--- src/hdl/swe_pkg.sv ---
// Shared types, constants and the UART byte encoding for the write frame encoder.
// No dependencies.
package swe_pkg;

    localparam int KIND_W     = 2;
    localparam int ADDR_W     = 24;
    localparam int BYTE_W     = 8;
    localparam int ENC_LEN    = 5;   // UART bytes per logical byte
    localparam int HDR_LEN    = 5;   // logical bytes in a start header
    localparam int POS_W      = 3;
    localparam int IDX_W      = 3;
    localparam int Q_DEPTH    = 4;
    localparam int Q_PTR_W    = 2;
    localparam int Q_CNT_W    = 3;

    localparam logic [BYTE_W-1:0] BASE_FIRST = 8'hE8;
    localparam logic [BYTE_W-1:0] BASE_REST  = 8'hEF;
    localparam logic [BYTE_W-1:0] MASK_HI    = 8'hE8;
    localparam logic [BYTE_W-1:0] MASK_LO    = 8'h0F;
    localparam logic [BYTE_W-1:0] HDR_SYNC   = 8'h5A;
    localparam logic [BYTE_W-1:0] HDR_TAIL   = 8'h00;
    localparam logic [BYTE_W-1:0] END_BYTE   = 8'hFF;

    typedef enum logic [KIND_W-1:0] {
        KIND_START = 2'd0,
        KIND_DATA  = 2'd1,
        KIND_END   = 2'd2,
        KIND_NONE  = 2'd3
    } kind_t;

    // One logical byte waiting for expansion.
    typedef struct packed {
        logic [BYTE_W-1:0] value;
        logic              first;
        logic              last;
    } lbyte_t;

    typedef struct packed {
        logic full;
        logic empty;
    } q_stat_t;

    function automatic logic [BYTE_W-1:0] enc_uart(input logic [BYTE_W-1:0] v,
                                                   input logic              first,
                                                   input logic [POS_W-1:0]  pos);
        logic [BYTE_W-1:0] b;
        b = BASE_REST;
        case (pos)
            3'd0:
            begin
                b = first ? BASE_FIRST : BASE_REST;
                if (v[7]) b = b & MASK_LO;
            end
            3'd1:
            begin
                if (v[6]) b = b & MASK_HI;
                if (v[5]) b = b & MASK_LO;
            end
            3'd2:
            begin
                if (v[4]) b = b & MASK_HI;
                if (v[3]) b = b & MASK_LO;
            end
            3'd3:
            begin
                if (v[2]) b = b & MASK_HI;
                if (v[1]) b = b & MASK_LO;
            end
            3'd4:
            begin
                if (v[0]) b = b & MASK_HI;
            end
            default:
            begin
                b = BASE_REST;
            end
        endcase
        return b;
    endfunction

endpackage

--- src/hdl/sws_write_frame_encoder.sv ---
// Channel   Handshake             Payload
// input     start / busy          kind, address, data_byte
// output    strobe (one cycle)    uart_byte, last
//
// A data or end transaction yields 5 UART bytes, a start transaction 25, one per
// cycle; the back end's one-byte-per-cycle output sets the data rate. With the
// queue empty, strobe rises after the front-end, queue and current-byte registers.
// busy stays high until a transaction's final logical byte enters the 4-entry queue.
// The receiver cannot stall; results are never held. Reset clears all control state.
// Top level: front end, logical-byte queue, back end. Depends on swe_pkg.
module sws_write_frame_encoder (
    input  logic                        clk,
    input  logic                        rst_n,
    input  logic                        start,
    output logic                        busy,
    input  logic [swe_pkg::KIND_W-1:0]  kind,
    input  logic [swe_pkg::ADDR_W-1:0]  address,
    input  logic [swe_pkg::BYTE_W-1:0]  data_byte,
    output logic                        strobe,
    output logic [swe_pkg::BYTE_W-1:0]  uart_byte,
    output logic                        last
);
    import swe_pkg::*;

    logic     push;
    lbyte_t   push_entry;
    logic     pop;
    lbyte_t   head;
    q_stat_t  q_stat;

    swe_front u_front (
        .clk        (clk),
        .rst_n      (rst_n),
        .start      (start),
        .busy       (busy),
        .kind       (kind),
        .address    (address),
        .data_byte  (data_byte),
        .q_stat     (q_stat),
        .push       (push),
        .push_entry (push_entry)
    );

    swe_queue u_queue (
        .clk        (clk),
        .rst_n      (rst_n),
        .push       (push),
        .push_entry (push_entry),
        .pop        (pop),
        .head       (head),
        .q_stat     (q_stat)
    );

    swe_back u_back (
        .clk        (clk),
        .rst_n      (rst_n),
        .head       (head),
        .q_stat     (q_stat),
        .pop        (pop),
        .strobe     (strobe),
        .uart_byte  (uart_byte),
        .last       (last)
    );

endmodule

--- src/hdl/swe_front.sv ---
// Front end: takes start/data/end transactions and splits them into logical bytes.
// Depends on swe_pkg.
module swe_front (
    input  logic                         clk,
    input  logic                         rst_n,
    input  logic                         start,
    output logic                         busy,
    input  logic [swe_pkg::KIND_W-1:0]   kind,
    input  logic [swe_pkg::ADDR_W-1:0]   address,
    input  logic [swe_pkg::BYTE_W-1:0]   data_byte,
    input  swe_pkg::q_stat_t             q_stat,
    output logic                         push,
    output swe_pkg::lbyte_t              push_entry
);
    import swe_pkg::*;

    logic               active_reg, active_next;
    kind_t              kind_reg, kind_next;
    logic [ADDR_W-1:0]  addr_reg, addr_next;
    logic [BYTE_W-1:0]  data_reg, data_next;
    logic [IDX_W-1:0]   idx_reg, idx_next;
    logic               accept;
    logic               item_done;

    always_comb
    begin
        push_entry = '{value: HDR_TAIL, first: 1'b0, last: 1'b0};
        case (kind_reg)
            KIND_START:
            begin
                push_entry.last = (idx_reg == IDX_W'(HDR_LEN - 1));
                case (idx_reg)
                    3'd0:
                    begin
                        push_entry.value = HDR_SYNC;
                        push_entry.first = 1'b1;
                    end
                    3'd1:    push_entry.value = addr_reg[23:16];
                    3'd2:    push_entry.value = addr_reg[15:8];
                    3'd3:    push_entry.value = addr_reg[7:0];
                    default: push_entry.value = HDR_TAIL;
                endcase
            end
            KIND_DATA:
            begin
                push_entry.value = data_reg;
                push_entry.last  = 1'b1;
            end
            KIND_END:
            begin
                push_entry.value = END_BYTE;
                push_entry.first = 1'b1;
                push_entry.last  = 1'b1;
            end
            default:
            begin
                push_entry.last = 1'b1;
            end
        endcase
    end

    assign push      = active_reg && !q_stat.full;
    assign item_done = push && push_entry.last;
    // Free again in the cycle the final logical byte goes into the queue.
    assign busy      = active_reg && !item_done;
    assign accept    = start && !busy;

    always_comb
    begin
        active_next = active_reg;
        kind_next   = kind_reg;
        addr_next   = addr_reg;
        data_next   = data_reg;
        idx_next    = idx_reg;
        if (accept)
        begin
            // Unused kind code is taken and dropped.
            active_next = (kind_t'(kind) != KIND_NONE);
            kind_next   = kind_t'(kind);
            addr_next   = address;
            data_next   = data_byte;
            idx_next    = '0;
        end
        else if (push)
        begin
            idx_next = idx_reg + IDX_W'(1);
            if (push_entry.last) active_next = 1'b0;
        end
    end

    always_ff @(posedge clk or negedge rst_n)
    begin
        if (!rst_n)
        begin
            active_reg <= 1'b0;
            kind_reg   <= KIND_NONE;
            idx_reg    <= '0;
        end
        else
        begin
            active_reg <= active_next;
            kind_reg   <= kind_next;
            idx_reg    <= idx_next;
        end
    end

    always_ff @(posedge clk)
    begin
        addr_reg <= addr_next;
        data_reg <= data_next;
    end

endmodule

--- src/hdl/swe_queue.sv ---
// Short FIFO of logical bytes between the front and back ends.
// Depends on swe_pkg.
module swe_queue (
    input  logic              clk,
    input  logic              rst_n,
    input  logic              push,
    input  swe_pkg::lbyte_t   push_entry,
    input  logic              pop,
    output swe_pkg::lbyte_t   head,
    output swe_pkg::q_stat_t  q_stat
);
    import swe_pkg::*;

    lbyte_t              mem_reg [Q_DEPTH];
    logic [Q_PTR_W-1:0]  wr_ptr_reg, wr_ptr_next;
    logic [Q_PTR_W-1:0]  rd_ptr_reg, rd_ptr_next;
    logic [Q_CNT_W-1:0]  cnt_reg, cnt_next;
    logic                do_push, do_pop;

    assign q_stat.full  = (cnt_reg == Q_CNT_W'(Q_DEPTH));
    assign q_stat.empty = (cnt_reg == '0);
    assign do_push      = push && !q_stat.full;
    assign do_pop       = pop && !q_stat.empty;
    assign head         = mem_reg[rd_ptr_reg];

    always_comb
    begin
        wr_ptr_next = do_push ? wr_ptr_reg + Q_PTR_W'(1) : wr_ptr_reg;
        rd_ptr_next = do_pop ? rd_ptr_reg + Q_PTR_W'(1) : rd_ptr_reg;
        cnt_next    = cnt_reg;
        if (do_push && !do_pop) cnt_next = cnt_reg + Q_CNT_W'(1);
        else if (do_pop && !do_push) cnt_next = cnt_reg - Q_CNT_W'(1);
    end

    always_ff @(posedge clk or negedge rst_n)
    begin
        if (!rst_n)
        begin
            wr_ptr_reg <= '0;
            rd_ptr_reg <= '0;
            cnt_reg    <= '0;
        end
        else
        begin
            wr_ptr_reg <= wr_ptr_next;
            rd_ptr_reg <= rd_ptr_next;
            cnt_reg    <= cnt_next;
        end
    end

    always_ff @(posedge clk)
    begin
        if (do_push) mem_reg[wr_ptr_reg] <= push_entry;
    end

endmodule

--- src/hdl/swe_back.sv ---
// Back end: expands each logical byte into five UART bytes, one per cycle.
// Depends on swe_pkg (enc_uart).
module swe_back (
    input  logic                        clk,
    input  logic                        rst_n,
    input  swe_pkg::lbyte_t             head,
    input  swe_pkg::q_stat_t            q_stat,
    output logic                        pop,
    output logic                        strobe,
    output logic [swe_pkg::BYTE_W-1:0]  uart_byte,
    output logic                        last
);
    import swe_pkg::*;

    logic               cur_valid_reg, cur_valid_next;
    lbyte_t             cur_reg, cur_next;
    logic [POS_W-1:0]   pos_reg, pos_next;
    logic               strobe_reg, strobe_next;
    logic [BYTE_W-1:0]  uart_byte_reg, uart_byte_next;
    logic               last_reg, last_next;
    logic               at_end;

    assign at_end = (pos_reg == POS_W'(ENC_LEN - 1));
    // Refill on the final UART byte so entries run back to back.
    assign pop    = !q_stat.empty && (!cur_valid_reg || at_end);

    always_comb
    begin
        cur_valid_next = cur_valid_reg;
        cur_next       = cur_reg;
        pos_next       = pos_reg;
        strobe_next    = cur_valid_reg;
        uart_byte_next = enc_uart(cur_reg.value, cur_reg.first, pos_reg);
        last_next      = cur_valid_reg && cur_reg.last && at_end;
        if (cur_valid_reg)
            pos_next = pos_reg + POS_W'(1);
        if (cur_valid_reg && at_end)
            cur_valid_next = 1'b0;
        if (pop)
        begin
            cur_valid_next = 1'b1;
            cur_next       = head;
            pos_next       = '0;
        end
    end

    always_ff @(posedge clk or negedge rst_n)
    begin
        if (!rst_n)
        begin
            cur_valid_reg <= 1'b0;
            pos_reg       <= '0;
            strobe_reg    <= 1'b0;
        end
        else
        begin
            cur_valid_reg <= cur_valid_next;
            pos_reg       <= pos_next;
            strobe_reg    <= strobe_next;
        end
    end

    always_ff @(posedge clk)
    begin
        cur_reg       <= cur_next;
        uart_byte_reg <= uart_byte_next;
        last_reg      <= last_next;
    end

    assign strobe    = strobe_reg;
    assign uart_byte = uart_byte_reg;
    assign last      = strobe_reg && last_reg;

endmodule

--- config.mk ---
export PLATFORM = sky130hd
export DESIGN_NAME = sws_write_frame_encoder
export DESIGN_NICKNAME = d
export VERILOG_FILES = /design/src/hdl/swe_pkg.sv /design/src/hdl/sws_write_frame_encoder.sv /design/src/hdl/swe_front.sv /design/src/hdl/swe_queue.sv /design/src/hdl/swe_back.sv
export SDC_FILE = /design/constraint.sdc
export NUM_CORES = 1
export LEC_CHECK = 0
export ABC_AREA = 1
export CAP_MARGIN = 25
export CORE_MARGIN = 2
export CORE_UTILIZATION = 28
export CTS_CLUSTER_SIZE = 16
export DETAILED_ROUTE_END_ITERATION = 12
export DONT_BUFFER_PORTS = 1
export PLACE_DENSITY = 0.39
export RECOVER_POWER = 25
export SYNTH_ARGS = -nofsm -noshare
export SYNTH_HDL_FRONTEND = slang
export SYNTH_HIERARCHICAL = 1
export SYNTH_SLANG_ARGS = --single-unit
--- constraint.sdc ---
create_clock -name clk -period 2.85 [get_ports clk]
set_clock_uncertainty 0.2 [all_clocks]
set_input_delay 0.57 -clock clk [delete_from_list [all_inputs] [get_ports clk]]
set_output_delay 0.57 -clock clk [all_outputs]
set_load 0.02 [all_outputs]
==> impl_metrics.toml <==
[critical_path]
critPathMaxFanout = 7
worst_path_most_repeated_cell = "inv_1"
cp_cell_sequence = "inv_2, nand3_1, inv_1, inv_1, nand2_1, inv_1, nand2_2, inv_1, ha_1, inv_1, fa_1, nand2_1, nand3_1, nand2_1, nand2_1"
start_kind = "flip-flop"
worstPathArrival_ns = 2.52
cp_data_required_time_ns = 2.90
critPathSlowestCell = "dfrtp_1"
slowest_delay_ns = 0.43
path_class = "reg2reg"
end_kind = "flip-flop"

[pwr]
power_leakage_nw = 2.24
p_per_area_nw_per_um2 = 1140
ir_drop_v = 0.000433

[global_route]
grt_pass1_vias = 2763
grtUsageTotal = 0.102
grt_pass1_wl_um = 13700
grt_start_max_net_pins = 42
overflow = 0
antenna_found_initial = 0

[clock_network]
clock_tree.buffer_depth = 2
cts_buffers = 9
cts.sinks = 103
htreeDepth = 3
clockRootBuffer = "clkbuf_16"
cts_tree = "built"
clk-insertion-delay-late_ns = 0.36
cts.clk_slew.worst_paths_ns = 0.07
cts_setup_buffers = 0

[finish]
final_cell_mix = "nand2_1 (127), edfxtp_1 (82), inv_1 (70), nand3_1 (29), o211ai_1 (19)"
fill_cells = 1709
layout.cells.non_filler = 662
drive_above_1_share = 0.109
area_growth_syn_to_layout_pct = 11.1
largest_reg_flops = 40
diodes = 0
layout.nets = 490
fin_util = 0.315
layout_commonest_cell = "nand2_1"

[floorplanning]
dieArea_sq_um = 17600
num_io_pins = 48
fp.dieW_um = 133
rows = 47
die_y_um = 133
initial_utilization = 0.283
coreArea_sq_um = 16400

[status]
outcome = "complete, no violations"

[synth]
synth-seq-cells = 103
synth-edff-count = 82
ys_seq_area_frac = 0.640
synthCells = 432
syn_nets = 485
syn_area_sq_um = 4650
avgSynthCellArea_sq_um = 10.8
ys_warn_count = 6
async_flop_share = 0.175
ys_types = 30
synthFlopType = "edfxtp_1"

[timing]
fin_tns_setup_ns = 0
clock.fmax_ghz = 0.404
layout_min_cycle_time_ns = 2.47
fin_crit_sh = 0.868
hold_violations = 0
slew_headroom = 0.564
setup_ws_ns = 0.377
rsz0062_at_grt = "no"
slew_viol_final = 0
finalSetupViolCount = 0
hold_ws_ns = 0.108
worstMarginPinSlew_ns = 0.651

[detailed_routing]
vias = 2655
post_drt_wl_per_cell_um = 12.2
drt_iter0_markers = 153
drc_errors = 0
wirelength_um = 8080
ant_nets = 0
drt_first_pass_iters = 4
viasPerCell = 4.01

[min_path]
hold_class = "in2reg"

[placement]
numPortBuffers = 0
dp_worst_setup_slack_ns = 0.375
dp_cells = 644
hpwlAfterDp_um = 5710
gp_congestion = 0.689

[flow_run]
maxCapViolations = 0
layer usage:
layer / global-route usage / part of all wire
met4: 0.0442 / 0.022
met3: 0.0406 / 0.057
met2: 0.174 / 0.47
met5: 0 / 0
met1: 0.112 / 0.45
worst max-delay path, delay by kind of cell (launching register included):
kind,cells,cell delay (ns)
flip-flops,1,0.43
buffers and inverters,6,0.49
AND/OR/NAND/NOR,7,0.70
adder cells (fa/ha/maj),2,0.56
timing repair:
action / CTS / global route
gates resized for setup: 0 / 0
hold buffers: 1 / 0
hold endpoints to repair: 18 / 0
cells by family after synthesis:
family	count (synthesis)	share of synthesized area
fa+ha+maj	16	0.0447
xor+xnor	3	0.00565
other cells	2	0.00162
buf+inv	93	0.0907
flops	103	0.640
compound gates	23	0.0374
simple gates	192	0.180
stage by stage:
step	area, sq um	power (mW)
finish	5160	5.87
global route	5160	6.40
CTS	5160	5.99
detailed placement	4860	4.76
global placement	4860	4.72
floorplan	4650	4.28
synthesized netlist by cell type, types with 2 or more instances:
master / number / area [sq um]
ha_1: 15 / 188
dfxtp_1: 3 / 60.1
inv_1: 70 / 263
nand2_4: 3 / 33.8
nand2_2: 5 / 31.3
inv_2: 8 / 30.0
edfxtp_1: 82 / 2460
o21ai_0: 2 / 10.0
dfstp_2: 2 / 52.6
nor2_1: 17 / 63.8
nand3b_1: 4 / 30.0
conb_1: 2 / 7.51
nor2_2: 4 / 25.0
buf_6: 6 / 67.6
o211ai_1: 19 / 143
dfrtp_1: 16 / 400
nand3_1: 29 / 145
buf_4: 7 / 52.6
nand2_1: 126 / 473
xor2_1: 2 / 17.5
final timing paths:
path / from / end / slack (ns) / cells past startpoint
hold reg to reg: u_front/kind_reg[1]$_DFFE_PN1P_ / u_front/kind_reg[1]$_DFFE_PN1P_ / 0.31 / 2
max in group asynchronous: rst_n / u_queue/rd_ptr_reg[1]$_DFFE_PN0P_ / 1.19 / 2
setup reg to reg: u_queue/cnt_reg[0]$_DFFE_PN0P_ / u_queue/cnt_reg[2]$_DFFE_PN0P_ / 0.38 / 15
setup / recovery: u_queue/cnt_reg[0]$_DFFE_PN0P_ / u_queue/cnt_reg[2]$_DFFE_PN0P_ / 0.38 / 15
min in group asynchronous: rst_n / u_queue/cnt_reg[0]$_DFFE_PN0P_ / 0.41 / 1
hold / removal: data_byte[4] / u_front/data_reg[4]$_DFFE_PP_ / 0.11 / 0
report_power, final:
part,internal [mW],switching [mW],total [mW]
Clock,0.614,0.588,1.20
Combinational,0.651,1.35,2.01
Sequential,2.38,0.290,2.67
layout make-up:
cell class | count | area (sq um) | area share
Sequential cell | 103 | 2980 | 0.576
Clock inverter | 7 | 68.8 | 0.0133
Clock buffer | 9 | 225 | 0.0436
Multi-Input combinational cell | 236 | 1250 | 0.242
Inverter | 78 | 293 | 0.0567
Tap cell | 220 | 275 | 0.0533
Timing Repair Buffer | 9 | 78.8 | 0.0153
No activity file was read; power rests on OpenSTA's default activity.
